**config.mk**
```make
export PLATFORM = sky130hd
export DESIGN_NAME = psb_outq
export DESIGN_NICKNAME = d
export VERILOG_FILES = /design/src/hdl/psb_pkg.sv /design/src/hdl/psb_outq.sv
export SDC_FILE = /design/constraint.sdc
export NUM_CORES = 1
export LEC_CHECK = 0
export ABC_AREA = 1
export BUFFER_PORTS_ARGS = -buffer_cell sky130_fd_sc_hd__buf_2
export CORE_UTILIZATION = 56
export CTS_CLUSTER_DIAMETER = 200
export DETAILED_ROUTE_END_ITERATION = 6
export GPL_ROUTABILITY_DRIVEN = 0
export PLACE_DENSITY = 0.87
export SYNTH_ARGS = -nofsm -noshare
export SYNTH_HDL_FRONTEND = slang
export SYNTH_SLANG_ARGS = --single-unit
```
**constraint.sdc**
```tcl
create_clock -name clk -period 10.2 [get_ports clk]
set_clock_uncertainty 0.1 [all_clocks]
set_input_delay 1.53 -clock clk [delete_from_list [all_inputs] [get_ports clk]]
set_output_delay 1.53 -clock clk [all_outputs]
set_load 0.05 [all_outputs]
```
**src/hdl/psb_pkg.sv**
```systemverilog
// Shared types and constants of the palette scaler blitter.
package psb_pkg;

  localparam int DEF_SRC_W = 320;
  localparam int DEF_SRC_H = 200;

  localparam int DIM_W    = 13;
  localparam int PITCH_W  = 15;
  localparam int CNT_W    = 12;
  localparam int SCALE_W  = 5;
  localparam int MARGIN_W = 12;
  localparam int ADDR_W   = 26;
  localparam int COLOR_W  = 32;
  localparam int BYTES_W  = 3;
  localparam int PIX_W    = 8;
  localparam int INDEX_W  = 16;
  localparam int CFG_W    = 15;

  localparam int SCREEN_CAP = 4096;
  localparam int SCALE_CAP  = 31;
  localparam int PAL_DEPTH  = 256;
  localparam int CMDQ_DEPTH = 4;
  localparam int OUTQ_DEPTH = 2;

  typedef enum logic [1:0] {
    KIND_PALETTE = 2'd0,
    KIND_PIXEL   = 2'd1,
    KIND_DRAW    = 2'd2
  } kind_t;

  typedef enum logic [1:0] {
    CFG_SCREEN_WIDTH  = 2'd0,
    CFG_SCREEN_HEIGHT = 2'd1,
    CFG_ROW_PITCH     = 2'd2,
    CFG_DEPTH_MODE    = 2'd3
  } cfg_index_t;

  typedef enum logic [1:0] {
    DEPTH_32 = 2'd0,
    DEPTH_24 = 2'd1,
    DEPTH_16 = 2'd2
  } depth_mode_t;

  localparam logic [BYTES_W-1:0] BYTES_32 = 3'd4;
  localparam logic [BYTES_W-1:0] BYTES_24 = 3'd3;
  localparam logic [BYTES_W-1:0] BYTES_16 = 3'd2;
  localparam logic [COLOR_W-1:0] MASK_24  = 32'h00ff_ffff;
  localparam logic [COLOR_W-1:0] MASK_16  = 32'h0000_ffff;

  typedef enum logic [1:0] {
    OP_PALETTE = 2'd0,
    OP_PIXEL   = 2'd1,
    OP_DRAW    = 2'd2
  } op_t;

  typedef struct packed {
    logic [DIM_W-1:0]   screen_width;
    logic [DIM_W-1:0]   screen_height;
    logic [PITCH_W-1:0] row_pitch;
    logic [1:0]         depth_mode;
  } cfg_t;

  typedef struct packed {
    op_t                op;
    logic [INDEX_W-1:0] index;
    logic [COLOR_W-1:0] data;
  } cmd_t;

  typedef struct packed {
    logic [ADDR_W-1:0]  addr;
    logic [COLOR_W-1:0] data;
    logic [BYTES_W-1:0] bytes;
    logic               last;
  } result_t;

  typedef enum logic [2:0] {
    ST_IDLE,
    ST_FIT,
    ST_RD,
    ST_PAL,
    ST_OUT
  } back_state_t;

endpackage

```
**src/hdl/psb_outq.sv**
```systemverilog
// Result queue between the back end and the output side.
module psb_outq (
  input  logic                        clk,
  input  logic                        rst,
  input  logic                        res_push,
  input  psb_pkg::result_t            res,
  output logic                        res_full,
  output logic                        empty,
  input  logic                        pop,
  output logic [psb_pkg::ADDR_W-1:0]  fb_address,
  output logic [psb_pkg::COLOR_W-1:0] fb_data,
  output logic [psb_pkg::BYTES_W-1:0] byte_count,
  output logic                        frame_last
);

  localparam int PTR_W = $clog2(psb_pkg::OUTQ_DEPTH);

  psb_pkg::result_t q [psb_pkg::OUTQ_DEPTH];
  logic [PTR_W-1:0] wr_ptr;
  logic [PTR_W-1:0] rd_ptr;
  logic [PTR_W:0]   count;
  logic             rd_en;
  psb_pkg::result_t head;

  assign res_full = count == (PTR_W+1)'(psb_pkg::OUTQ_DEPTH);
  assign empty    = count == '0;
  assign rd_en    = pop && !empty;
  assign head     = q[rd_ptr];

  assign fb_address = head.addr;
  assign fb_data    = head.data;
  assign byte_count = head.bytes;
  assign frame_last = head.last;

  always_ff @(posedge clk) begin
    if (res_push) begin
      q[wr_ptr] <= res;
    end
  end

  always_ff @(posedge clk) begin
    if (rst) begin
      wr_ptr <= '0;
      rd_ptr <= '0;
      count  <= '0;
    end else begin
      if (res_push) begin
        wr_ptr <= wr_ptr + PTR_W'(1);
      end
      if (rd_en) begin
        rd_ptr <= rd_ptr + PTR_W'(1);
      end
      if (res_push && !rd_en) begin
        count <= count + (PTR_W+1)'(1);
      end else if (!res_push && rd_en) begin
        count <= count - (PTR_W+1)'(1);
      end
    end
  end

endmodule

```
==> reports/metrics.yaml, run 1 <==
sta:
  slew_viol_final: 0
  worst_pin_slew_ns: 0.831
  rsz0062_at_grt: "no"
  setup_tns_ns: 0
  min_period_over_period_pct: 39.7
  hold_viol_final: 0
  layout_setup_ws_ns: 6.15
  timing.fmax_mhz: 247
  slew_headroom_pct: 44.4
  setup_violations: 0
  fin_crit_ns: 4.05
place:
  place_ws_ns: 6.63
  io_buffers: 129
  hpwlAfterDp_um: 5070
  dp.cells: 461
  postPlaceCellArea_um2: 5700
floorplanning:
  start_util_pct: 57.8
  rows: 34
  die-height_um: 96.6
  die-area_um2: 9330
  core-area_um2: 8680
  num_io_pins: 130
  die_w_um: 96.6
synth:
  yosys.area.top_type_share_pct: 74.3
  synthTopCellsByArea: "edfxtp_1 74%, mux2_4 18%, buf_12 2.4%"
  synth-seq-cells: 129
  synth_cell_types: 16
  synth_top_area_cell: "edfxtp_1"
  synthCells: 228
  ys_warn_count: 0
  syn-cell-area_um2: 5010
  ys_seq_area_share_pct: 76.3
  synth_nets: 295
  syn_avg_cell_area_um2: 22.0
route:
  wl_per_cell_um: 16.1
  drc: 0
  drt_iter0_markers: 123
  antenna_left: 0
  firstDrtPassIters: 6
  vias: 2498
  wl_um: 7940
  vias_per_cell: 5.08
clock_network:
  clk_path_buf_depth: 2
  cts-resized-gates: 0
  cts_hold_buf: 0
  clock_latency_ns: 0.50
  cts_root_buffer: "clkbuf_8"
  clk_pin_slew_worst_paths_ns: 0.06
  numCtsBuffers: 17
  cts.sinks: 129
  cts_setup_buffers: 0
  cts_tree: "built"
  ctsHtreeMaxLevel: 4
finish:
  multiInputGateArea_um2: 1030
  diodes: 0
  seqCellArea_um2: 3830
  areaGrowthSynthToFinish_pct: 25.7
  layout-drive-gt1-share_pct: 58.6
  fin_area_um2: 6300
  fin_nets: 439
  post-route-util_pct: 72.6
  fillers: 575
  fin_cells: 492
  final_common_cell: "buf_2"
  layout_common_cells: "129 x buf_2, 124 x edfxtp_1, 60 x mux2_4, 16 x clkbuf_16, 8 x inv_1"
worst_hold_path:
  hp-class: "register to register"
  holdPathEnd: "wr_ptr$_SDFFE_PP0P_"
  holdPathStages: 2
  min_from: "wr_ptr$_SDFFE_PP0P_"
setup_path:
  critPathSlowestCell: "dfxtp_4"
  startpoint_type: "register"
  path_delay_family: "buffers and inverters"
  path_cells: "buf_4 -> mux2_2 -> buf_2"
  reg2reg_to: "q[0][13]$_DFFE_PP_"
  critPathKind: "register to output port"
  worst-path-buf-inv: 2
  ff2ff_setup_slack_ns: 8.17
  crit_required_ns: 8.57
  critPathCaptureType: "output port"
  r2r-start: "wr_ptr$_SDFFE_PP0P_"
  r2r_cells: 2
  arrival_ns: 2.42
  cp_slowest_stage_delay_ns: 0.66
  critPathMaxFanout: 36
global_routing:
  grt_pass1_vias: 2583
  antenna_found_initial: 0
  grt_pass1_wl_um: 12700
  grt_util_all_layers_pct: 17.8
  grt_max_degree: 37
  grt_overflow: 0
power:
  vdd_drop_max_uv: 177
  p_per_area_nw_per_um2: 240
  p_leak_uw: 0.00254
status:
  status: "complete, no violations"
run:
  cap_violations: 0
-- through the flow --
stage / total power [µW] / hold slack, ns
global route: 1560 / 0.501
floorplan: 871 / 0.388
finish: 1510 / 0.475
detailed placement: 912 / 0.441
global placement: 907 / 0.412
CTS: 1530 / 0.469
-- state kept, by name (all words and copies together), names as in the netlist, named ones only --
| name | count |
|---|---|
| rd_ptr | 1 |
| count | 2 |
| q | 124 |
| wr_ptr | 1 |
-- Yosys cell counts --
| cell | instances |
|---|---|
| edfxtp_1 | 124 |
| mux2_4 | 60 |
| inv_1 | 9 |
| nor2_1 | 7 |
| buf_12 | 6 |
| dfxtp_1 | 5 |
| nand2_1 | 5 |
| o21ai_0 | 3 |
| mux2_2 | 2 |
| a21oi_1 | 1 |
| and2_1 | 1 |
| buf_6 | 1 |
| ha_1 | 1 |
| nand3_1 | 1 |
| nand4_1 | 1 |
| nor3_1 | 1 |
-- worst max path at each step --
| stage | depth (start not counted) | end | slack [ns] | from |
|---|---|---|---|---|
| floorplan | 2 | q[0][0]$_DFFE_PP_ | 5.45 | res_push |
| global placement | 3 | fb_address[4] | 6.64 | register |
| detailed placement | 3 | fb_address[4] | 6.63 | register |
| CTS | 3 | fb_address[4] | 6.09 | register |
| global route | 3 | fb_address[4] | 6.04 | register |
| finish | 3 | fb_address[4] | 6.15 | register |
-- cells by family (layout without fill, tap and decap cells) --
family                   Yosys count  in the layout  share of synthesized area (%)
flip-flops                       129            129                           76.3
multiplexers                      62             62                           18.4
AND/OR/NAND/NOR                   16             16                           1.35
buffers and inverters             16            172                           3.30
AO/OA/AOI/OAI                      4              4                          0.399
adder cells (fa/ha/maj)            1              1                          0.250
-- cell type report --
class	instances	area share, %
clock inverter	13	2.96
clock buffer	18	6.63
tap	108	2.14
timing repair buffer	132	10.6
inverter	9	0.536
sequential	129	60.8
multi-input combinational	83	16.4
-- metal layers --
layer,track usage [%],wire [µm],vias up
met1,21.0,3290,1213
li1,-,-,1168
met2,30.1,4090,108
met5,0,0,-
met3,6.65,503,9
met4,6.08,62,0
-- power breakdown --
group / internal [µW] / switching, µW
combinational: 90.0 / 179
clock: 396 / 217
sequential: 615 / 16.7
total: 1100 / 412
-- worst reg2reg max path, delay by kind of cell (launching register included) --
| kind | cells | cell delay [ns] |
|---|---|---|
| AND/OR/NAND/NOR | 1 | 0.67 |
| buffers and inverters | 1 | 0.56 |
| flip-flops | 1 | 0.35 |
Power figures use the tool's default switching activity.
==> run 2, diff against run 1 <==
--- a/config.mk
+++ b/config.mk
@@ -7,11 +7,11 @@
 export LEC_CHECK = 0
 export ABC_AREA = 1
 export BUFFER_PORTS_ARGS = -buffer_cell sky130_fd_sc_hd__buf_2
-export CORE_UTILIZATION = 56
+export CORE_UTILIZATION = 52
 export CTS_CLUSTER_DIAMETER = 200
 export DETAILED_ROUTE_END_ITERATION = 6
 export GPL_ROUTABILITY_DRIVEN = 0
-export PLACE_DENSITY = 0.87
+export PLACE_DENSITY = 0.82
 export SYNTH_ARGS = -nofsm -noshare
 export SYNTH_HDL_FRONTEND = slang
 export SYNTH_SLANG_ARGS = --single-unit
==> constraint.sdc (replaced) <==
create_clock -name clk -period 3.8 [get_ports clk]
set_clock_uncertainty 0.1 [all_clocks]
set_input_delay 0.57 -clock clk [delete_from_list [all_inputs] [get_ports clk]]
set_output_delay 0.57 -clock clk [all_outputs]
set_load 0.05 [all_outputs]
==> run 2 against run 1 <==
Compared with the run above: sequential share of layout area barely moved; die area rose by 7.5%; wire length up 2.8%; core utilization down 4.7 points; count of clock-buffer cells in the layout down 1.
==> reports/metrics.yaml, run 2 (same netlist as run 1, synthesis figures left out) <==
floorplanning:
  start_util_pct: 54.0
  die-height_um: 100
  rows: 35
  die_w_um: 100
  die-area_um2: 10000
  num_io_pins: 130
  core-area_um2: 9280
setup_path:
  r2r_cells: 3
  critPathKind: "register to output port"
  ff2ff_setup_slack_ns: 2.10
  critPathSlowestCell: "dfxtp_4"
  cp_slowest_stage_delay_ns: 0.83
  critPathCaptureType: "output port"
  r2r-start: "wr_ptr$_SDFFE_PP0P_"
  path_cells: "buf_4 -> mux2_4 -> buf_2"
  startpoint_type: "register"
  arrival_ns: 2.25
  crit_required_ns: 3.13
  critPathMaxFanout: 40
  reg2reg_to: "q[1][27]$_DFFE_PP_"
finish:
  fillers: 657
  fin_nets: 441
  layout_common_cells: "129 x buf_2, 124 x edfxtp_1, 60 x mux2_4, 16 x clkbuf_16, 8 x inv_1"
  layout-drive-gt1-share_pct: 59.1
  multiInputGateArea_um2: 1030
  largest_reg_flops: 124
  fin_cells: 515
  areaGrowthSynthToFinish_pct: 25.8
  fin_area_um2: 6300
  seqCellArea_um2: 3830
  largestRegisters: "q (124), count (2)"
  final_common_cell: "buf_2"
  regMostFlops: "q"
  diodes: 0
worst_hold_path:
  min_from: "res[20]"
  hp-class: "input pin to register"
  holdPathStages: 1
  holdPathEnd: "q[0][20]$_DFFE_PP_"
clock_network:
  cts_root_buffer: "clkbuf_8"
  cts_tree: "built"
  cts_setup_buffers: 0
  clock_latency_ns: 0.49
  clk_pin_slew_worst_paths_ns: 0.06
  cts-resized-gates: 0
  numCtsBuffers: 17
  cts.sinks: 129
  clk_path_buf_depth: 2
  cts_hold_buf: 0
  ctsHtreeMaxLevel: 4
sta:
  hold_viol_final: 0
  slew_headroom_pct: 50.9
  setup_tns_ns: 0
  worst_pin_slew_ns: 0.737
  timing.fmax_mhz: 342
  setup_violations: 0
  min_period_over_period_pct: 76.9
  rsz0062_at_grt: "no"
  slew_viol_final: 0
  fin_crit_ns: 2.92
power:
  power_frac_comb_pct: 18.3
  vdd_drop_max_uv: 352
  p_int_uw: 2820
  power_frac_seq_pct: 43.5
  p_per_area_nw_per_um2: 622
  p_sw_uw: 1100
  clock_power_share_pct: 38.2
  p_leak_uw: 0.00254
  switching_share_pct: 28.0
place:
  io_buffers: 129
  dp.cells: 484
  postPlaceCellArea_um2: 5750
  hpwlAfterDp_um: 5450
global_routing:
  grt_util_all_layers_pct: 17.0
  grt_max_degree: 44
  grt_pass1_vias: 2604
  grt_pass1_wl_um: 12500
  antenna_found_initial: 0
  grt_overflow: 0
run:
  cap_violations: 0
status:
  status: "complete, no violations"
route:
  wl_um: 8160
  wl_per_cell_um: 15.8
  firstDrtPassIters: 4
  drt_iter0_markers: 79
  vias: 2519
  drc: 0
  antenna_left: 0
  vias_per_cell: 4.89
==> run 2: cell types whose count changed in the layout (fill, tap and decap cells not counted) <==
cell / before / now
bufinv_16: 4 / 2
buf_4: 3 / 4
inv_6: 2 / 1
clkbuf_1: 1 / 0
clkinv_4: 3 / 4
buf_12: 0 / 1
clkinv_2: 0 / 3
==> run 2: critical path: cells and delay by family (launching register included) <==
kind,cells,cell delay [ns]
flops,1,0.83
mux,1,0.32
buf+inv,2,0.58
==> run 2: final cells by class <==
type	count	area share, %
sequential	129	60.7
multi-input combinational	83	16.4
timing repair buffer	134	11.0
clock buffer	17	6.57
tap	129	2.56
clock inverter	14	2.24
inverter	9	0.536
==> run 2: metrics by stage <==
step | setup WS (ns) | utilization, % | hold WS [ns] | total power (µW)
final | 0.878 | 67.9 | 0.162 | 3920
after global placement | 1.38 | 61.9 | 0.413 | 2440
after CTS | 0.836 | 67.9 | 0.136 | 3950
after global routing | 0.789 | 67.9 | 0.131 | 4050
after detailed placement | 1.37 | 61.9 | 0.437 | 2460
after floorplan | 0.00562 | - | 0.388 | 2340
==> run 2: routing by layer <==
layer | up-vias | track usage (%) | part of all wire, %
li1 | 1176 | - | -
met1 | 1229 | 19.3 | 41
met2 | 103 | 29.0 | 50
met3 | 11 | 6.62 | 7.5
met4 | 0 | 7.02 | 1.7
met5 | - | 0 | 0
==> run 2: how the worst max path moves through the flow <==
stage,slack [ns],endpoint,start
6_report,0.88,byte_count[1],register
5_1_grt,0.79,fb_data[28],register
4_1_cts,0.84,fb_address[21],register
3_5_place_dp,1.37,fb_data[28],register
3_3_place_gp,1.38,fb_data[25],register
2_1_floorplan,0.006,q[0][0]$_DFFE_PP_,res_push
==> run 2: power by group through the flow <==
| stage | Combinational, µW | Sequential (µW) | Clock, µW |
|---|---|---|---|
| floorplan | 639 | 1700 | 0 |
| global placement | 712 | 1730 | 0 |
| detailed placement | 722 | 1740 | 0 |
| CTS | 723 | 1710 | 1520 |
| global route | 751 | 1710 | 1590 |
| finish | 718 | 1710 | 1500 |
