`src/hdl/psb_pkg.sv`:
```
// Shared types and constants of the palette scaler blitter.
package psb_pkg;

  localparam int DEF_SRC_W = 320;
  localparam int DEF_SRC_H = 200;

  localparam int DIM_W    = 13;
  localparam int PITCH_W  = 15;
  localparam int CNT_W    = 12;
  localparam int SCALE_W  = 5;
  localparam int MARGIN_W = 12;
  localparam int ADDR_W   = 26;
  localparam int COLOR_W  = 32;
  localparam int BYTES_W  = 3;
  localparam int PIX_W    = 8;
  localparam int INDEX_W  = 16;
  localparam int CFG_W    = 15;

  localparam int SCREEN_CAP = 4096;
  localparam int SCALE_CAP  = 31;
  localparam int PAL_DEPTH  = 256;
  localparam int CMDQ_DEPTH = 4;
  localparam int OUTQ_DEPTH = 2;

  typedef enum logic [1:0] {
    KIND_PALETTE = 2'd0,
    KIND_PIXEL   = 2'd1,
    KIND_DRAW    = 2'd2
  } kind_t;

  typedef enum logic [1:0] {
    CFG_SCREEN_WIDTH  = 2'd0,
    CFG_SCREEN_HEIGHT = 2'd1,
    CFG_ROW_PITCH     = 2'd2,
    CFG_DEPTH_MODE    = 2'd3
  } cfg_index_t;

  typedef enum logic [1:0] {
    DEPTH_32 = 2'd0,
    DEPTH_24 = 2'd1,
    DEPTH_16 = 2'd2
  } depth_mode_t;

  localparam logic [BYTES_W-1:0] BYTES_32 = 3'd4;
  localparam logic [BYTES_W-1:0] BYTES_24 = 3'd3;
  localparam logic [BYTES_W-1:0] BYTES_16 = 3'd2;
  localparam logic [COLOR_W-1:0] MASK_24  = 32'h00ff_ffff;
  localparam logic [COLOR_W-1:0] MASK_16  = 32'h0000_ffff;

  typedef enum logic [1:0] {
    OP_PALETTE = 2'd0,
    OP_PIXEL   = 2'd1,
    OP_DRAW    = 2'd2
  } op_t;

  typedef struct packed {
    logic [DIM_W-1:0]   screen_width;
    logic [DIM_W-1:0]   screen_height;
    logic [PITCH_W-1:0] row_pitch;
    logic [1:0]         depth_mode;
  } cfg_t;

  typedef struct packed {
    op_t                op;
    logic [INDEX_W-1:0] index;
    logic [COLOR_W-1:0] data;
  } cmd_t;

  typedef struct packed {
    logic [ADDR_W-1:0]  addr;
    logic [COLOR_W-1:0] data;
    logic [BYTES_W-1:0] bytes;
    logic               last;
  } result_t;

  typedef enum logic [2:0] {
    ST_IDLE,
    ST_FIT,
    ST_RD,
    ST_PAL,
    ST_OUT
  } back_state_t;

endpackage

```
`src/hdl/psb_front.sv`:
```
// Front end: accepts input words, sorts them into commands and queues them.
module psb_front #(
  parameter int SRC_W = psb_pkg::DEF_SRC_W,
  parameter int SRC_H = psb_pkg::DEF_SRC_H
) (
  input  logic                          clk,
  input  logic                          rst,
  input  logic                          push,
  output logic                          full,
  input  logic [1:0]                    kind,
  input  logic [7:0]                    palette_index,
  input  logic [psb_pkg::COLOR_W-1:0]   palette_color,
  input  logic [psb_pkg::INDEX_W-1:0]   pixel_address,
  input  logic [psb_pkg::PIX_W-1:0]     pixel_value,
  output logic                          cmd_valid,
  output psb_pkg::cmd_t                 cmd,
  input  logic                          cmd_pop
);

  localparam int FRAME_SIZE = SRC_W * SRC_H;
  localparam int PTR_W      = $clog2(psb_pkg::CMDQ_DEPTH);

  psb_pkg::cmd_t    q [psb_pkg::CMDQ_DEPTH];
  logic [PTR_W-1:0] wr_ptr;
  logic [PTR_W-1:0] rd_ptr;
  logic [PTR_W:0]   count;

  psb_pkg::cmd_t cmd_in;
  logic          keep;
  logic          accept;
  logic          wr_en;
  logic          pix_in_range;

  assign accept       = push && !full;
  assign pix_in_range = 32'(pixel_address) < 32'(FRAME_SIZE);

  // kind 3 and out-of-frame pixel writes are taken and dropped here
  always_comb begin
    cmd_in = '0;
    keep   = 1'b0;
    case (kind)
      psb_pkg::KIND_PALETTE: begin
        cmd_in.op    = psb_pkg::OP_PALETTE;
        cmd_in.index = psb_pkg::INDEX_W'(palette_index);
        cmd_in.data  = palette_color;
        keep         = 1'b1;
      end
      psb_pkg::KIND_PIXEL: begin
        cmd_in.op    = psb_pkg::OP_PIXEL;
        cmd_in.index = pixel_address;
        cmd_in.data  = psb_pkg::COLOR_W'(pixel_value);
        keep         = pix_in_range;
      end
      psb_pkg::KIND_DRAW: begin
        cmd_in.op = psb_pkg::OP_DRAW;
        keep      = 1'b1;
      end
      default: begin
        keep = 1'b0;
      end
    endcase
  end

  assign wr_en     = accept && keep;
  assign full      = count == (PTR_W+1)'(psb_pkg::CMDQ_DEPTH);
  assign cmd_valid = count != '0;
  assign cmd       = q[rd_ptr];

  always_ff @(posedge clk) begin
    if (wr_en) begin
      q[wr_ptr] <= cmd_in;
    end
  end

  always_ff @(posedge clk) begin
    if (rst) begin
      wr_ptr <= '0;
      rd_ptr <= '0;
      count  <= '0;
    end else begin
      if (wr_en) begin
        wr_ptr <= wr_ptr + PTR_W'(1);
      end
      if (cmd_pop) begin
        rd_ptr <= rd_ptr + PTR_W'(1);
      end
      if (wr_en && !cmd_pop) begin
        count <= count + (PTR_W+1)'(1);
      end else if (!wr_en && cmd_pop) begin
        count <= count - (PTR_W+1)'(1);
      end
    end
  end

endmodule

```
`config.mk`:
```
export PLATFORM = sky130hd
export DESIGN_NAME = psb_front
export DESIGN_NICKNAME = d
export VERILOG_FILES = /design/src/hdl/psb_pkg.sv /design/src/hdl/psb_front.sv
export SDC_FILE = /design/constraint.sdc
export NUM_CORES = 1
export LEC_CHECK = 0
export BUFFER_PORTS_ARGS = -buffer_cell sky130_fd_sc_hd__buf_2
export CAP_MARGIN = 5
export CORE_AREA = 3 3 135 202
export CTS_BUF_LIST = sky130_fd_sc_hd__clkbuf_16
export CTS_CLUSTER_SIZE = 25
export DETAILED_ROUTE_END_ITERATION = 7
export DIE_AREA = 0 0 138 205
export GPL_TIMING_DRIVEN = 0
export PLACE_DENSITY = 0.56
export SYNTH_ARGS = -nofsm -noshare
export SYNTH_HDL_FRONTEND = slang
export SYNTH_SLANG_ARGS = --single-unit
```
`constraint.sdc`:
```
create_clock -name clk -period 8.2 [get_ports clk]
set_clock_uncertainty 0.05 [all_clocks]
set_input_delay 1.64 -clock clk [delete_from_list [all_inputs] [get_ports clk]]
set_output_delay 1.64 -clock clk [all_outputs]
set_load 0.01 [all_outputs]
```
==> results of run 1 <==
[registers in the layout, summed over array words and instances (netlist names), named ones only]
name    count
rd_ptr      2
q         200
wr_ptr      2
count       3
[layout make-up]
type	count	area share (%)
repair buffers	120	6.09
multi-input cells	153	19.1
clock inverters	16	1.28
well taps	333	4.23
inverters	4	0.152
plain buffers	20	1.10
flip-flops and latches	209	62.8
clock buffers	21	5.33
[routing by layer]
layer | up-vias | track usage (%)
met5 | - | 0
met4 | 0 | 3.57
met3 | 25 | 2.41
met2 | 122 | 22.3
met1 | 2077 | 14.1
li1 | 1841 | -
[power by group through the flow]
stage / combinational, µW / sequential (µW) / clock (µW)
floorplan: 197 / 1280 / 0
global placement: 316 / 1290 / 0
detailed placement: 323 / 1290 / 0
CTS: 324 / 1270 / 938
global route: 343 / 1270 / 980
finish: 311 / 1260 / 906
[cells in the final DEF, fill, tap and decap left out, types with 4 or more instances in the layout]
| cell type | n |
|---|---|
| inv_1 | 8 |
| nor2_1 | 24 |
| clkinv_1 | 4 |
| edfxtp_1 | 200 |
| ha_1 | 5 |
| buf_4 | 7 |
| buf_2 | 126 |
| mux2i_1 | 18 |
| clkinv_2 | 4 |
| mux4_2 | 50 |
| and2_1 | 31 |
| clkbuf_16 | 21 |
| dfxtp_1 | 9 |
| clkbuf_1 | 5 |
| and2_4 | 4 |
[cell families after synthesis]
kind of cell | count (synthesis) | share of synthesized area [%]
xor gates and xnor gates | 4 | 0.428
buffers and inverters | 24 | 1.51
muxes | 69 | 16.2
and+or+nand+nor | 69 | 4.64
DFF | 209 | 75.6
adders and majority gates | 6 | 1.01
AOI/OAI and AO/OA | 5 | 0.612
[worst max-delay path, delay by kind of cell, from the launching register on]
family / cells / cell delay, ns
DFF: 1 / 0.30
buffers and inverters: 3 / 0.77
muxes: 1 / 0.56
[final timing paths]
check / startpoint / endpoint / slack (ns)
worst max-delay path: register / cmd[4] / 4.40
worst min-delay path: count[2]$_SDFFE_PP0P_ / count[2]$_SDFFE_PP0P_ / 0.45
worst max register to register: count[0]$_SDFFE_PP0P_ / count[2]$_SDFFE_PP0P_ / 5.85
worst min register to register: count[2]$_SDFFE_PP0P_ / count[2]$_SDFFE_PP0P_ / 0.45
[through the flow]
stage / worst slack (ns) / power [µW]
2_1_floorplan: 4.28 / 1480
3_3_place_gp: 2.99 / 1600
3_5_place_dp: 4.30 / 1610
4_1_cts: 4.29 / 2530
5_1_grt: 4.27 / 2590
6_report: 4.40 / 2480
==> reports/results.ini, run 1 <==
[job]
timing.max_cap.violations=0

[placement]
dpl.hpwl_um=10700
io_buffers=120
postPlaceCellArea_mm2=0.00921
placed_cell_count=839
gpl.final_weighted_congestion=0.667

[finish]
synthesis_to_finish_area_growth_pct=20.5
filler_cell_count=2466
multi_input_gate_area_in_the_final_layout_mm2=0.00188
antennaDiodeCount=0
nets=605
finish.utilization_pct=38.3
stdcell_count=876
area.sequential_mm2=0.00619
final_design_instance_area_without_fill_mm2=0.00986
layout-drive-gt1-share_pct=40.7

[die]
die_height_um=205
die-area_mm2=0.0283
floorplan.core_area_mm2=0.0258
io_pins=122
placementRows=72
starting_density_of_the_core_pct=31.7
die_width_um=138

[min_path]
holdCritPathClass=register to register
count_of_cells_along_the_worst_hold_path=2

[pwr]
power.clock.fraction_pct=36.5
p_sw_share_pct=22.9
intPower_uw=1910
net_switching_component_of_the_power_uw=568
vdd_ir_drop_max_v=0.000162
share_comb_of_total_power_pct=12.5
power-per-cell-area_mw_per_mm2=252
power_frac_seq_pct=51.0
leakagePower_uw=0.00349

[sta]
fin_tns_setup_ns=0
finalCriticalPeriod_ns=3.80
max_clock_freq_mhz=263
final.hold.worst_slack_ns=0.455
timing_hold_violations_final=0
setup_viol=0
timing_worst_slew_pin_value_ns=0.844
slew_violations=0
max-slew-margin-rel_pct=43.7
grt_setup_unrepaired=no
final_worst_path_period_share_pct=46.4

[grt]
global_route.overflow_total=0
grt_usage_pct=12.0
grt_pass1_vias=4492
maximum_number_of_pins_on_one_net_before_global_route_repair=51
grt_antenna_before_repair=0
grt_first_pass_wirelength_um=26300

[critical_path]
critical-path-max-stage-delay_ns=0.56
path_type_of_the_worst_setup_path=register to output pin
cp_slowest_cell=mux4_2
crit_path_end_kind=output pin
worst-endpoint-required_ns=6.51
cp_max_fo=10
critical_path_arrival_ns=2.11
crit_path_cell_trace=clkbuf_1, buf_4, mux4_2, buf_2
critical_path.startpoint_type=register
worstRegToRegCells=8

[synthesis]
synth_async_sr_flop_share_pct=0
synth.top_cell.area_share_pct=73.4
synthTopCellsByArea=edfxtp_1 73%, mux4_2 14%, and2_1 2.7%
synth_sequential_area_ratio_pct=75.6
ys_warn_count=0
avgSynthCellArea_um2=21.2
synthesis.instances=386
synthesis.area_mm2=0.00818
postSynthRegisterBits=209
yosys.cell_types.count=28
synth_top_cell_by_area=edfxtp_1
synth-main-ff-cell=edfxtp_1
synthMostInstantiatedCell=edfxtp_1
synth_commonest_cells=200 x edfxtp_1, 50 x mux4_2, 35 x and2_1
syn-num-nets=462
synth_enable_flop_cells=200

[clocking]
cts_tree=yes
cts_hold_repair_buffers=0
cts_max_path_buffers=3
clk_pin_slew_worst_paths_ns=0.06
cts_sinks=209
number_of_buffers_created_by_cts=21
cts-htree-levels=1
clock-root-buffer=clkbuf_16
post_cts_resized=0
clock_latency_ns=0.48
cts_post_setup_buffers_inserted=0

[routing]
route.final.wire_length_um=17000
drt-met1-wl_um=6710
viasPerCell=4.64
drtAntennaViolNets=0
detailedRoute.firstIterationViolations=121
routed-via-count=4065
dr_wl_met3_um=875
firstDrtPassIters=4
routed-wl-met2_um=9100
avgRoutedWirePerCell_um=19.4
drt_drc_violations_left=0
dr.max_layer_used=met4

[status]
run_status=completed

Power figures use the tool's default switching activity.
==> inputs of run 2 (changes only) <==
--- a/config.mk
+++ b/config.mk
@@ -5,13 +5,14 @@
 export SDC_FILE = /design/constraint.sdc
 export NUM_CORES = 1
 export LEC_CHECK = 0
+export ABC_AREA = 1
 export BUFFER_PORTS_ARGS = -buffer_cell sky130_fd_sc_hd__buf_2
 export CAP_MARGIN = 5
-export CORE_AREA = 3 3 135 202
+export CORE_AREA = 3 3 136 204
 export CTS_BUF_LIST = sky130_fd_sc_hd__clkbuf_16
 export CTS_CLUSTER_SIZE = 25
 export DETAILED_ROUTE_END_ITERATION = 7
-export DIE_AREA = 0 0 138 205
+export DIE_AREA = 0 0 139 207
 export GPL_TIMING_DRIVEN = 0
 export PLACE_DENSITY = 0.56
 export SYNTH_ARGS = -nofsm -noshare
==> constraint.sdc (replaced) <==
create_clock -name clk -period 3.6 [get_ports clk]
set_clock_uncertainty 0.05 [all_clocks]
set_input_delay 0.72 -clock clk [delete_from_list [all_inputs] [get_ports clk]]
set_output_delay 0.72 -clock clk [all_outputs]
set_load 0.01 [all_outputs]
==> run 2 against run 1 <==
  * Global-route usage is 1.9 points higher
  * Count of clock-buffer cells in the layout stayed put
  * First-iteration DRC count grew to 3.5 times the previous value
  * Critical endpoint is now cmd[48]
  * Critical path type unchanged
  * Hold slack worse by 0.043 ns
  * Cell count is 34% higher
  * Combinational power is 110% higher
  * Largest cell class unchanged
  * Sequential power is 130% higher
  * Sequential share of layout area is 1.8 points lower
==> reports/results.ini, run 2 <==
[critical_path]
path_type_of_the_worst_setup_path=register to output pin
r2r_start=count[0]$_SDFFE_PP0P_
critical_path.startpoint_type=register
worst-endpoint-required_ns=2.83  ; -3.68 ns
cp_max_fo=10  ; unchanged
crit_path_cell_trace=inv_2, clkbuf_1, o21ai_0, o22ai_1, buf_2
worst-path-buf-inv=3  ; unchanged
crit_path_end_kind=output pin
critical_path_arrival_ns=2.13  ; +0.02 ns
timing.critical_path.max_delay_family=buffers and inverters
critical-path-max-stage-delay_ns=0.41  ; -0.15 ns
cp_slowest_cell=dfxtp_1

[synthesis]
yosys.cell_types.count=22  ; -21%
synthesis.area_mm2=0.00833  ; +1.9%
synthTopCellsByArea=edfxtp_1 72%, nor2_1 6.8%, o21ai_0 5.2%
synth_async_sr_flop_share_pct=0  ; unchanged
ys_warn_count=0  ; unchanged
synthMostInstantiatedCell=edfxtp_1
synth_commonest_cells=200 x edfxtp_1, 150 x nor2_1, 87 x o21ai_0
synth_enable_flop_cells=200  ; unchanged
synth_sequential_area_ratio_pct=74.3  ; -1.4 points
synth_top_cell_by_area=edfxtp_1
synthesis.instances=675  ; +75%
synth-main-ff-cell=edfxtp_1
syn-num-nets=751  ; +63%
synth.top_cell.area_share_pct=72.1  ; -1.3 points
avgSynthCellArea_um2=12.3  ; -42%
postSynthRegisterBits=209  ; unchanged

[routing]
routed-via-count=5570  ; +37%
firstDrtPassIters=5  ; +1
drt_drc_violations_left=0  ; unchanged
avgRoutedWirePerCell_um=17.5  ; -9.9%
viasPerCell=4.74  ; +2.1%
route.final.wire_length_um=20600  ; +21%
drtAntennaViolNets=0  ; unchanged
detailedRoute.firstIterationViolations=420  ; +250%

[sta]
final_worst_path_period_share_pct=80.6
finalCriticalPeriod_ns=2.90
setup_viol=0  ; unchanged
max_clock_freq_mhz=345
timing_worst_slew_pin_value_ns=0.863  ; +0.0184 ns
slew_violations=0  ; unchanged
timing_hold_violations_final=0  ; unchanged
setup_ws_ns=0.700  ; -3.70 ns
max-slew-margin-rel_pct=42.4  ; -1.4 points
grt_setup_unrepaired=no

[placement]
gpl.final_weighted_congestion=0.722  ; +8.3%
placed_cell_count=1139  ; +36%
dpl.hpwl_um=13500  ; +27%
io_buffers=121  ; +0.83%
dpl_worst_slack_ns=0.710  ; -3.59 ns

[min_path]
holdCritPathClass=register to register
holdCritStartpoint=rd_ptr[1]$_SDFFE_PP0P_

[die]
die-area_mm2=0.0288  ; +1.7%
io_pins=122  ; unchanged
placementRows=73  ; +1.4%
die_height_um=207  ; +0.98%
floorplan.core_area_mm2=0.0263  ; +2.1%
die_width_um=139  ; +0.72%
starting_density_of_the_core_pct=31.7  ; -0.077 points

[grt]
maximum_number_of_pins_on_one_net_before_global_route_repair=28  ; -45%
grt_first_pass_wirelength_um=31600  ; +20%
global_route.overflow_total=0  ; unchanged
grt_antenna_before_repair=0  ; unchanged
gr-usage-met3_pct=2.15  ; -0.26 points
grtUsageMet1_pct=16.7  ; +2.6 points
grt_pass1_vias=5722  ; +27%
grt-busiest-layer=met2
grt_usage_pct=14.0  ; +1.9 points
gr-usage-met2_pct=25.6  ; +3.3 points

[finish]
layout-drive-gt1-share_pct=23.2  ; -17 points
area.sequential_mm2=0.00619  ; unchanged
antennaDiodeCount=0  ; unchanged
synthesis_to_finish_area_growth_pct=21.8
stdcell_count=1176  ; +34%
regMostFlops=q
nets=901  ; +49%
number_of_flip_flops_in_the_largest_register=200  ; unchanged
finish.utilization_pct=38.6  ; +0.31 points
layout.cells.most_common_list=200 x edfxtp_1, 146 x nor2_1, 137 x buf_2
reg_top3=q: 200 flops, count: 3 flops
final_common_cell=edfxtp_1
filler_cell_count=2599  ; +5.4%
multi_input_gate_area_in_the_final_layout_mm2=0.00181  ; -3.5%

[clocking]
number_of_buffers_created_by_cts=21  ; unchanged
cts_max_path_buffers=3  ; unchanged
cts_post_setup_buffers_inserted=0  ; unchanged
cts-htree-levels=1  ; unchanged
cts_sinks=209  ; unchanged
clock-root-buffer=clkbuf_16
clock_latency_ns=0.48  ; about the same
cts_tree=yes
post_cts_resized=0  ; unchanged
clk_pin_slew_worst_paths_ns=0.06  ; about the same
cts_hold_repair_buffers=0  ; unchanged

[status]
run_status=completed

[pwr]
power-per-cell-area_mw_per_mm2=544  ; +120%
leakagePower_uw=0.00388  ; +11%
vdd_ir_drop_max_v=0.000345  ; +110%

[job]
timing.max_cap.violations=0  ; unchanged

## run 2: cell families (layout without fill, tap and decap cells)
logic type / count (synthesis) / in the layout / synth area share, %
flops: 209 / 209 / 74.3
buf+inv: 87 / 251 / 4.34
compound gates: 160 / 160 / 10.4
simple gates: 213 / 213 / 10.0
fa+ha+maj: 6 / 6 / 0.991
## run 2: area by class of cell
class                      instances  share of cell area, %
sequential                       209                   61.0
multi-input combinational        379                   17.9
timing repair buffer             127                   7.23
clock buffer                      21                   5.18
tap                              337                   4.16
inverter                          51                   1.91
buffer                            36                   1.65
clock inverter                    16                   1.05
## run 2: power by group
group          leakage [µW]  internal (µW)  switching, µW
logic               0.00161            224            441
clock network      0.000323           1140            879
registers           0.00195           2800           33.5
total               0.00388           4160           1350
## run 2: routing by layer
metal | vias up | part of all wire, %
met1 | 2673 | 40
li1 | 2700 | -
met3 | 37 | 5.5
met4 | 0 | 2.6
met5 | - | 0
met2 | 160 | 52
## run 2: per-stage QoR
step,area [µm²],setup TNS [ns],hold slack (ns),power (µW)
floorplan,8330,-21.86,0.362,3250
global placement,9360,-448.46,0.382,3550
detailed placement,9510,0,0.403,3570
CTS,10100,0,0.419,5590
global route,10100,0,0.443,5750
finish,10100,0,0.412,5520
## run 2: worst paths after layout
check	endpoint	slack (ns)	cells after the start
worst max-delay path	cmd[48]	0.70	5
worst max register to register	q[2][19]$_DFFE_PP_	1.39	5
worst min-delay path	rd_ptr[1]$_SDFFE_PP0P_	0.41	1
worst min register to register	rd_ptr[1]$_SDFFE_PP0P_	0.41	1
==> inputs of run 3 (changes only) <==
--- a/config.mk
+++ b/config.mk
@@ -14,7 +14,7 @@
 export DETAILED_ROUTE_END_ITERATION = 7
 export DIE_AREA = 0 0 139 207
 export GPL_TIMING_DRIVEN = 0
-export PLACE_DENSITY = 0.56
+export PLACE_DENSITY = 0.58
 export SYNTH_ARGS = -nofsm -noshare
 export SYNTH_HDL_FRONTEND = slang
 export SYNTH_SLANG_ARGS = --single-unit
==> constraint.sdc (replaced) <==
create_clock -name clk -period 2.65 [get_ports clk]
set_clock_uncertainty 0.05 [all_clocks]
set_input_delay 0.53 -clock clk [delete_from_list [all_inputs] [get_ports clk]]
set_output_delay 0.53 -clock clk [all_outputs]
set_load 0.01 [all_outputs]
==> run 3 against run 2 <==
  * Cell count barely moved
  * Combinational power increased by 38%
  * Critical path depth grew 1
  * Register-to-register slack worse by 1.0 ns
  * Sequential cell count stayed put
  * Largest power group unchanged
  * Highest routed layer unchanged
==> reports/results.ini, run 3 (same netlist as run 2, synthesis figures left out) <==
[critical_path]
critical_path.startpoint_type=register
path_type_of_the_worst_setup_path=register to output pin
cp_slowest_cell=dfxtp_1
worstRegToRegCells=5  ; unchanged
crit_path_end_kind=output pin
ff2ff_setup_slack_ns=0.37  ; -1.02 ns
timing.critical_path.max_delay_family=buffers and inverters
crit_path_cell_trace=buf_4, inv_4, clkbuf_2, o21ai_0, o22ai_1, buf_2
worst_setup_path_endpoint=cmd[36]
critical-path-max-stage-delay_ns=0.31  ; -0.10 ns
worst-endpoint-required_ns=2.07  ; -0.76 ns
reg2reg_to=q[3][20]$_DFFE_PP_
path_depth=6  ; +1
critical_path_arrival_ns=1.93  ; -0.20 ns
worst-path-buf-inv=4  ; +1
cp_max_fo=10  ; unchanged
r2r_start=count[0]$_SDFFE_PP0P_

[grt]
global_route.overflow_total=0  ; unchanged
grt_usage_pct=14.0  ; +0.043 points
grt_first_pass_wirelength_um=31600  ; +0.13%
grt_pass1_vias=5725  ; +0.052%
maximum_number_of_pins_on_one_net_before_global_route_repair=27  ; -3.6%
grt_antenna_before_repair=0  ; unchanged

[sta]
timing_worst_slew_pin_value_ns=0.943  ; +0.0804 ns
setup_ws_ns=0.142  ; -0.558 ns
final_worst_path_period_share_pct=94.7
setup_viol=0  ; unchanged
finalCriticalPeriod_ns=2.51
max-slew-margin-rel_pct=37.0  ; -5.4 points
fin_tns_setup_ns=0  ; unchanged
timing_hold_violations_final=0  ; unchanged
max_clock_freq_mhz=399
final.hold.worst_slack_ns=0.318  ; -0.0940 ns
slew_violations=0  ; unchanged
grt_setup_unrepaired=no

[die]
starting_density_of_the_core_pct=31.7  ; unchanged
die-area_mm2=0.0288  ; unchanged
die_height_um=207  ; unchanged
io_pins=122  ; unchanged
placementRows=73  ; unchanged
floorplan.core_area_mm2=0.0263  ; unchanged
die_width_um=139  ; unchanged

[min_path]
holdCritPathClass=input port to register

[clocking]
clock-root-buffer=clkbuf_16
clk_pin_slew_worst_paths_ns=0.06  ; about the same
cts_tree=yes
cts_post_setup_buffers_inserted=0  ; unchanged
cts_max_path_buffers=3  ; unchanged
number_of_buffers_created_by_cts=21  ; unchanged
cts-htree-levels=1  ; unchanged
cts_hold_repair_buffers=0  ; unchanged
clock_latency_ns=0.48  ; about the same
cts_sinks=209  ; unchanged

[routing]
detailedRoute.firstIterationViolations=328  ; -22%
drt_drc_violations_left=0  ; unchanged
viasPerCell=4.66  ; -1.6%
route.final.wire_length_um=20600  ; about the same
routed-via-count=5475  ; -1.7%
firstDrtPassIters=4  ; -1
drtAntennaViolNets=0  ; unchanged
avgRoutedWirePerCell_um=17.5  ; about the same

[finish]
nets=902  ; +0.11%
finish.utilization_pct=38.6  ; +0.062 points
synthesis_to_finish_area_growth_pct=22.0
number_of_flip_flops_in_the_largest_register=200  ; unchanged
filler_cell_count=2595  ; -0.15%
final_common_cell=edfxtp_1
layout.cells.most_common_list=200 x edfxtp_1, 146 x nor2_1, 137 x buf_2
antennaDiodeCount=0  ; unchanged
layout-drive-gt1-share_pct=24.0  ; +0.74 points
multi_input_gate_area_in_the_final_layout_mm2=0.00181  ; unchanged
reg_top3=q: 200 flops, count: 3 flops
area.sequential_mm2=0.00619  ; about the same
regMostFlops=q

[job]
timing.max_cap.violations=0  ; unchanged

[pwr]
vdd_ir_drop_max_v=0.000486  ; +41%
leakagePower_uw=0.00392  ; +0.92%
power-per-cell-area_mw_per_mm2=724  ; +33%

[placement]
io_buffers=121  ; unchanged
dpl_worst_slack_ns=-0.0867  ; -0.797 ns
gpl.final_weighted_congestion=0.735  ; +1.8%
dpl.hpwl_um=13800  ; +1.8%

[status]
run_status=completed

==> run 3: changes by cell type in the layout (fill, tap and decap cells not counted), moves of 2 or more <==
cell	change
clkbuf_1	-10
clkbuf_2	+10
clkinv_2	-5
inv_1	+4
buf_16	+3
buf_12	-2
==> run 3: layer usage <==
metal	vias to the layer above	share of wire, %	GRT usage (%)
met3	34	4.9	2.33
met4	0	2.5	4.96
met2	145	53	26.2
met5	-	0	0
met1	2597	39	16.1
li1	2699	-	-
==> run 3: where the power goes <==
group,switching (µW),leakage [µW],internal (µW)
logic,602,0.00166,319
clock network,1150,0.000310,1440
registers,45.4,0.00195,3810
==> run 3: area by class of cell <==
cell class	count	share of cell area [%]
flip-flops and latches	209	60.9
multi-input cells	379	17.8
repair buffers	128	7.63
clock buffers	21	5.17
well taps	337	4.15
inverters	51	1.91
plain buffers	36	1.77
clock inverters	14	0.653
==> run 3: worst register-to-register path, cell delays in order, from the launching register on <==
cell	delay, ns
dfxtp_1	0.42
nor3_2	0.08
nor2_1	0.12
nand2_2	0.21
nor2_4	0.78
buf_12	0.32
==> run 3: stage by stage <==
stage	instance area [µm²]	total power [µW]	cells
5_1_grt	10200	7670	1175
3_5_place_dp	9560	4870	1140
6_report	10200	7360	1175
3_3_place_gp	9370	4810	1133
4_1_cts	10200	7460	1175
2_1_floorplan	8340	4410	675
==> run 3: worst min path at each step <==
stage                                 from  cells past startpoint                      to  slack [ns]
floorplan           rd_ptr[1]$_SDFFE_PP0P_                      1                register        0.36
global placement    rd_ptr[1]$_SDFFE_PP0P_                      1  rd_ptr[1]$_SDFFE_PP0P_        0.38
detailed placement  rd_ptr[1]$_SDFFE_PP0P_                      1                register        0.38
CTS                                cmd_pop                      3  rd_ptr[0]$_SDFFE_PP0P_        0.31
global route                           rst                      4  wr_ptr[0]$_SDFFE_PP0P_        0.34
finish                                 rst                      4  wr_ptr[1]$_SDFFE_PP0P_        0.32
==> run 3: timing repair <==
action / in CTS / in global routing
cloned: 0 / 0
endpoints found under the setup margin: 21 / 2
gates resized for setup: 10 / 1
